==> config.mk <==
export PLATFORM = sky130hd
export DESIGN_NAME = deq_cell
export DESIGN_NICKNAME = d
export VERILOG_FILES = /design/src/hw/rtl/deq_pkg.sv /design/src/hw/rtl/deq_cell.sv
export SDC_FILE = /design/constraint.sdc
export NUM_CORES = 1
export LEC_CHECK = 0
export BUFFER_PORTS_ARGS = -buffer_cell sky130_fd_sc_hd__buf_2
export CELL_PAD_IN_SITES_DETAIL_PLACEMENT = 1
export CELL_PAD_IN_SITES_GLOBAL_PLACEMENT = 1
export CORE_MARGIN = 1.5
export CORE_UTILIZATION = 25
export CTS_CLUSTER_SIZE = 28
export DETAILED_ROUTE_END_ITERATION = 7
export GPL_TIMING_DRIVEN = 0
export PLACE_DENSITY_LB_ADDON = 0.1
export SYNTH_ARGS = -nofsm -noshare
export SYNTH_HDL_FRONTEND = slang
export SYNTH_SLANG_ARGS = --single-unit
export TNS_END_PERCENT = 50
==> constraint.sdc <==
create_clock -name i_clk -period 1.8 [get_ports i_clk]
set_input_delay 0.09 -clock i_clk [delete_from_list [all_inputs] [get_ports i_clk]]
set_output_delay 0.09 -clock i_clk [all_outputs]
set_load 0.05 [all_outputs]
==> src/hw/rtl/deq_pkg.sv <==
`default_nettype none

package deq_pkg;

    localparam int unsigned DATA_W   = 32;
    localparam int unsigned CMD_W    = 3;
    localparam int unsigned COUNT_W  = 7;
    localparam int unsigned STATUS_W = 2;
    localparam int unsigned IN_W     = 32;
    localparam int unsigned OUT_W    = 80;

    typedef enum logic [CMD_W-1:0] {
        CMD_PUSH_FRONT = 3'd0,
        CMD_PUSH_BACK  = 3'd1,
        CMD_POP_FRONT  = 3'd2,
        CMD_POP_BACK   = 3'd3,
        CMD_PEEK       = 3'd4
    } t_cmd;

    typedef enum logic [STATUS_W-1:0] {
        ST_OK    = 2'd0,
        ST_EMPTY = 2'd1,
        ST_FULL  = 2'd2
    } t_status;

    // one control word per chain, broadcast to every cell
    typedef struct packed {
        logic              shr;
        logic              shl;
        logic              wr_tail;
        logic [DATA_W-1:0] value;
    } t_cell_ctl;

endpackage

`default_nettype wire

==> src/hw/rtl/deq_cell.sv <==
`default_nettype none

module deq_cell #(
    parameter int unsigned INDEX = 0,
    parameter int unsigned CW    = 7
) (
    input  wire                        i_clk,
    input  wire  deq_pkg::t_cell_ctl   i_ctl,
    input  wire  [CW-1:0]              i_count,
    input  wire  [deq_pkg::DATA_W-1:0] i_left,
    input  wire  [deq_pkg::DATA_W-1:0] i_right,
    output logic [deq_pkg::DATA_W-1:0] o_data,
    output logic [deq_pkg::DATA_W-1:0] o_next
);
    import deq_pkg::*;

    logic [DATA_W-1:0] r_data;
    logic [DATA_W-1:0] n_data;

    always_comb begin
        n_data = r_data;
        if (i_ctl.shr) begin
            n_data = (INDEX == 0) ? i_ctl.value : i_left;
        end else if (i_ctl.shl) begin
            n_data = i_right;
        end else if (i_ctl.wr_tail && (i_count == CW'(INDEX))) begin
            n_data = i_ctl.value;
        end
    end

    always_ff @(posedge i_clk) begin
        r_data <= n_data;
    end

    assign o_data = r_data;
    assign o_next = n_data;

endmodule

`default_nettype wire
# Word-level counts from Yosys, hierarchy flattened
# Index checks and enable logic that the tools add are counted.
dict set report totals {
  ff_bits 32
  input_bits 107
  output_inout_bits 64
  word_cells 6
}
dict set report classes {
  n_mux 3
  n_reduce_logical 2
}
# op count
set op_table {}
lappend op_table {{2-to-1 mux 32 bit} 3}
lappend op_table {{logical NOT 7 bit} 1}
lappend op_table {{logical AND 1 bit} 1}

# Longest topological paths before layout
dict set report depth {
  depth_word 5
  ltp_mapped 6
  depth_no_buf 3
}

# Worst setup path after synthesis
# Ideal clock, no wire load.
dict set report synth_path {
  path_kind {input port to flip-flop}
  from {in i_ctl[34] in the netlist's numbering}
  to {reg r_data[10] (netlist: o_data[10])}
  path_slack_ns -0.034
  arrival_ns 1.624
  setup_ns 0.210
  cell_stages 5
  t_required_ns 1.590
  n_path_buf 2
  cell_sequence {clkbuf_1 > nor2_1 > clkbuf_1 > nand2_1 > o211ai_1}
}
dict set report synth_via {
  elab_chain_cells 1
}
# element line
set synth_rtl {}
lappend synth_rtl {{start, declared} deq_cell.sv:8} ;# input wire deq_pkg::t_cell_ctl i_ctl,
lappend synth_rtl {{2-to-1 mux 32 bit} deq_cell.sv:22} ;# if (i_ctl.shr) begin
lappend synth_rtl {{named net o_next (one bit)} deq_cell.sv:13} ;# output logic [deq_pkg::DATA_W-1:0] o_next
lappend synth_rtl {{end signal, assigned} deq_cell.sv:32} ;# r_data <= n_data;
lappend synth_rtl {{end, declared} deq_cell.sv:17} ;# logic [DATA_W-1:0] r_data;
# The timed path passes the listed nets, and every way through them passes these cells.

# Worst setup path in the final report
dict set report layout_path {
  from {in i_count[5]}
  to {out o_next[2] in the netlist's numbering}
}
dict set report layout_via {
  elab_chain_cells 5
}
# element line
set layout_rtl {}
lappend layout_rtl {{start, declared} deq_cell.sv:9} ;# input wire [CW-1:0] i_count,
lappend layout_rtl {{logical NOT 7 bit} deq_cell.sv:26} ;# end else if (i_ctl.wr_tail && (i_count == CW'(INDEX))) begin
lappend layout_rtl {{logical AND 1 bit} deq_cell.sv:26}
lappend layout_rtl {{2-to-1 mux 32 bit} deq_cell.sv:26}
lappend layout_rtl {{2-to-1 mux 32 bit} deq_cell.sv:24} ;# end else if (i_ctl.shl) begin
lappend layout_rtl {{2-to-1 mux 32 bit} deq_cell.sv:22}
lappend layout_rtl {{end, declared} deq_cell.sv:13}
# Every way passes these cells.

==> results <==
- The flow ran to the end, but the final reports show violations.
- The checks that failed: design-rule violations.
- The mean area per synthesized cell is 8.94 um^2.
- For the pin with the worst max-slew slack, the measured transition is 576 ps.
- In the finished design, the share of the clock period the worst path needs comes to 93.0%.
- In the synthesized netlist the async set-or-reset flop fraction comes to 0%.
- The clock latency on the worst-skew pair is 280 ps.
- IR analysis of the VDD net gives a maximum drop of 0.327 mV.
- Traced cell by cell, the critical path runs through buf_2 -> nor4b_4 -> and2_1 -> buf_2 -> buf_4 -> o211ai_1 -> buf_2.
- OpenSTA, run right after detailed placement, puts the worst setup slack at -19.1 ps.
- The initial antenna violation count came to 0.
- The worst slew slack as a fraction of its limit is 61.6%.
- TritonCTS built the clock tree.
- The post-detailed-routing wire length is 7020 um.
- Ranked by total cell area, the synthesized netlist is headed by sky130_fd_sc_hd__dfxtp_1 38%, sky130_fd_sc_hd__nand4b_1 17%, sky130_fd_sc_hd__a22oi_1 14%.
- The repair_antennas step left the layout with diodes totalling 0.
- In the routed design, unresolved DRC markers number 9.
- The worst min-delay path category is primary input to flip-flop.
- The hold violation total from the final report came to 0.
- At the end of the flow, the number of nets in the layout was 440.
- In this run the remaining antenna-violating nets after routing total 0.
- The number of synthesis warnings is 0.
- The pre-antenna-repair detailed-routing pass consisted of 6 iterations.
- The leftover overflow at the end of global routing is 0.
- The cell row count is 29.
- After synthesis, flip-flops and latches occupy 37.9% of the total area.
- Across all layers, the routed design uses 2161 vias.
- At the worst endpoint, the required time is 1710 ps.
- Subtracting the final worst setup slack from the clock period gives 1670 ps.
- The slowest library cell on the worst path is sky130_fd_sc_hd__nor4b_4.
- The kind of critical path is primary input to output port.
- Global routing consumed, over all layers together, 19.2% of the routing resources.
- Summed over all cells, the static leakage comes to 0.00115 uW.
- Power spread over the standard cell area amounts to 911 mW/mm^2.
- In this run the horizontal extent of the chip is 85.2 um.
- The commonest cells after synthesis are 32 x sky130_fd_sc_hd__a22oi_1, 32 x sky130_fd_sc_hd__dfxtp_1, 32 x sky130_fd_sc_hd__nand2_1, 32 x sky130_fd_sc_hd__nand4b_1, 32 x sky130_fd_sc_hd__o211ai_1.
- After detailed routing, the number of vias per cell comes to 5.26.
- Buffers inserted to repair hold after CTS numbered 0.
- The setup-violating endpoint count in the final report is 0.
- The reg-to-reg critical path startpoint is o_data[2]$_DFF_P_.
- The most critical setup path has its startpoint at i_count[5].
- The clock buffer count from CTS is 5.
- The clock skew is 0 ps.
- The reg-to-reg endpoint is o_data[2]$_DFF_P_.
- The core region is 0.00646 mm^2.
- The number of flops mapped to enable cells by yosys is 0.
- In this run the worst path has a maximum fanout of 10.
- Of the cells placed in the final design, the portion with a size suffix greater than 1 is 48.2%.
- The global placement routability congestion is 0.760.
- The number of global-route vias before repair is 2193.
- The kind of launch point of the worst setup path is a primary input.
- The first-iteration detailed-routing DRC count is 81.
- The number of buffers on the longest clock path is 2.
- Once the floorplan was initialized, standard cells occupied 26.2% of the core.
- The H-tree depth is 2.
- Dividing the detail-routed wire length by the instance count gives 17.1 um.
- Relative to the synthesized area, the layout overhead comes to 52.2%.
- The largest net degree at the start of global routing is 11.
- The floorplan step defined a die boundary enclosing 0.00726 mm^2.
- The most used flip-flop cell after synthesis is sky130_fd_sc_hd__dfxtp_1.
- The maximum operating frequency is 0.597 GHz.
- The tree built by TritonCTS fans out to 32 sinks.
- Counting every instance in the synthesized netlist gives 189.
- The delay of the slowest cell on the worst path is 440 ps.
- The post-synth net total is 296.
- The sort of element at the end of the critical path is an output port.
- In the post-route analysis, the smallest setup slack over all paths is 125 ps.
- Setup repair after global routing left no endpoint under its margin.
- Clock-pin slew was measured on the worst setup and hold paths at 70 ps.
- The number of slew-limit violations in the final report was 0.
- Of all cell types, the one taking the most synthesized area is sky130_fd_sc_hd__dfxtp_1.
- The timing endpoint of the critical path is o_next[2].
- Counting stages on the worst path, the most repeated cell is sky130_fd_sc_hd__buf_2.
- Counting distinct cell types in the post-synthesis netlist gives 13.
- The register with the most flip-flops in the layout has 32 of them.
- Summed over its instances, the top area cell type makes up 37.9% of the synthesized netlist area.
- The floorplan step set the die height to 85.2 um.
- The first global-routing pass estimated 11200 um of wire.
- The worst register-to-register path has a depth of 2.
- The post-synthesis instance area is 0.00169 mm^2.
- After routing, the total negative slack on setup checks comes to 0 ps.
- For the worst setup path, the data arrival time is 1580 ps.
- The number of synthesized register bits is 32.
- The count of max-cap constraint violations is 0.
- The worst reg-to-reg setup slack is 1060 ps.
- The number of buffers inserted by port buffering is 137.
- 171 I/O pins were placed.
- The tree is rooted in a sky130_fd_sc_hd__clkbuf_8.
- Detailed placement finished with a half-perimeter wire length of 5290 um.
## critical path: cells and delay by family
| family | cells | cell delay (ps) |
|---|---|---|
| AO/OA/AOI/OAI | 1 | 150 |
| buffers and inverters | 4 | 700 |
| AND/OR/NAND/NOR | 2 | 630 |
## routing by layer
layer	GRT usage, %	share of wire (%)
met5	0	0
met4	3.58	0.73
met1	25.5	44
met3	4.28	7.0
met2	32.3	48
## worst min path at each step
stage / startpoint / slack [ps] / end / cells after the start
3_5_place_dp: i_right[23] / 370 / o_data[23]$_DFF_P_ / 3
2_1_floorplan: o_data[0]$_DFF_P_ / 540 / o_data[0] / 0
5_1_grt: i_right[6] / 90 / o_data[6]$_DFF_P_ / 3
4_1_cts: i_right[9] / 70 / o_data[9]$_DFF_P_ / 3
3_3_place_gp: i_right[20] / 370 / o_data[20]$_DFF_P_ / 3
6_report: i_right[23] / 80 / o_data[23]$_DFF_P_ / 3
## final cells by class
cell class / instances / area (um^2)
plain buffers: 24 / 118
clock buffers: 8 / 90.1
fillers: 827 / 3890
multi-input cells: 133 / 942
flip-flops and latches: 32 / 641
well taps: 77 / 96.3
repair buffers: 137 / 686
## kinds of logic after synthesis
kind of cell | after synthesis | synth area share [%]
AND/OR/NAND/NOR | 69 | 27.3
AO/OA/AOI/OAI | 64 | 28.4
flip-flops | 32 | 37.9
buffers and inverters | 24 | 6.37
## power by group
group / leakage [uW] / internal [uW] / switching (uW) / total (uW)
Combinational: 0.000832 / 235 / 713 / 948
Sequential: 0.000270 / 780 / 31.9 / 812
Clock: 0.0000455 / 312 / 272 / 584
## metrics by stage
stage	utilization [%]	hold slack [ps]	total power, uW	instance area (um^2)	cells
floorplan	-	537	1500	1690	189
global placement	38.3	367	1770	2470	403
detailed placement	38.3	371	1780	2470	403
CTS	39.7	73.9	2370	2560	411
global route	39.8	90.5	2460	2570	411
finish	39.8	75.0	2340	2570	411
## layout by cell type (no fill, tap or decap)
master	count
sky130_fd_sc_hd__o211ai_1	32
sky130_fd_sc_hd__a22oi_1	32
sky130_fd_sc_hd__clkbuf_1	10
sky130_fd_sc_hd__and2_1	1
sky130_fd_sc_hd__nor4b_4	1
sky130_fd_sc_hd__nor4_4	1
sky130_fd_sc_hd__buf_4	3
sky130_fd_sc_hd__buf_2	142
sky130_fd_sc_hd__nand4b_1	32
sky130_fd_sc_hd__nor2b_1	1
sky130_fd_sc_hd__nor2_1	1
sky130_fd_sc_hd__clkbuf_2	8
sky130_fd_sc_hd__dfxtp_1	32
sky130_fd_sc_hd__clkbuf_8	6
sky130_fd_sc_hd__nand2_1	32
## timing repair
item / CTS / global route
endpoints found under the setup margin: 1 / 20
pin swaps: 0 / 0
hold endpoints to repair: 0 / 0
gates resized for setup: 1 / 14
setup buffers: 0 / 0
Note: power is estimated with default switching activity, not from simulation.
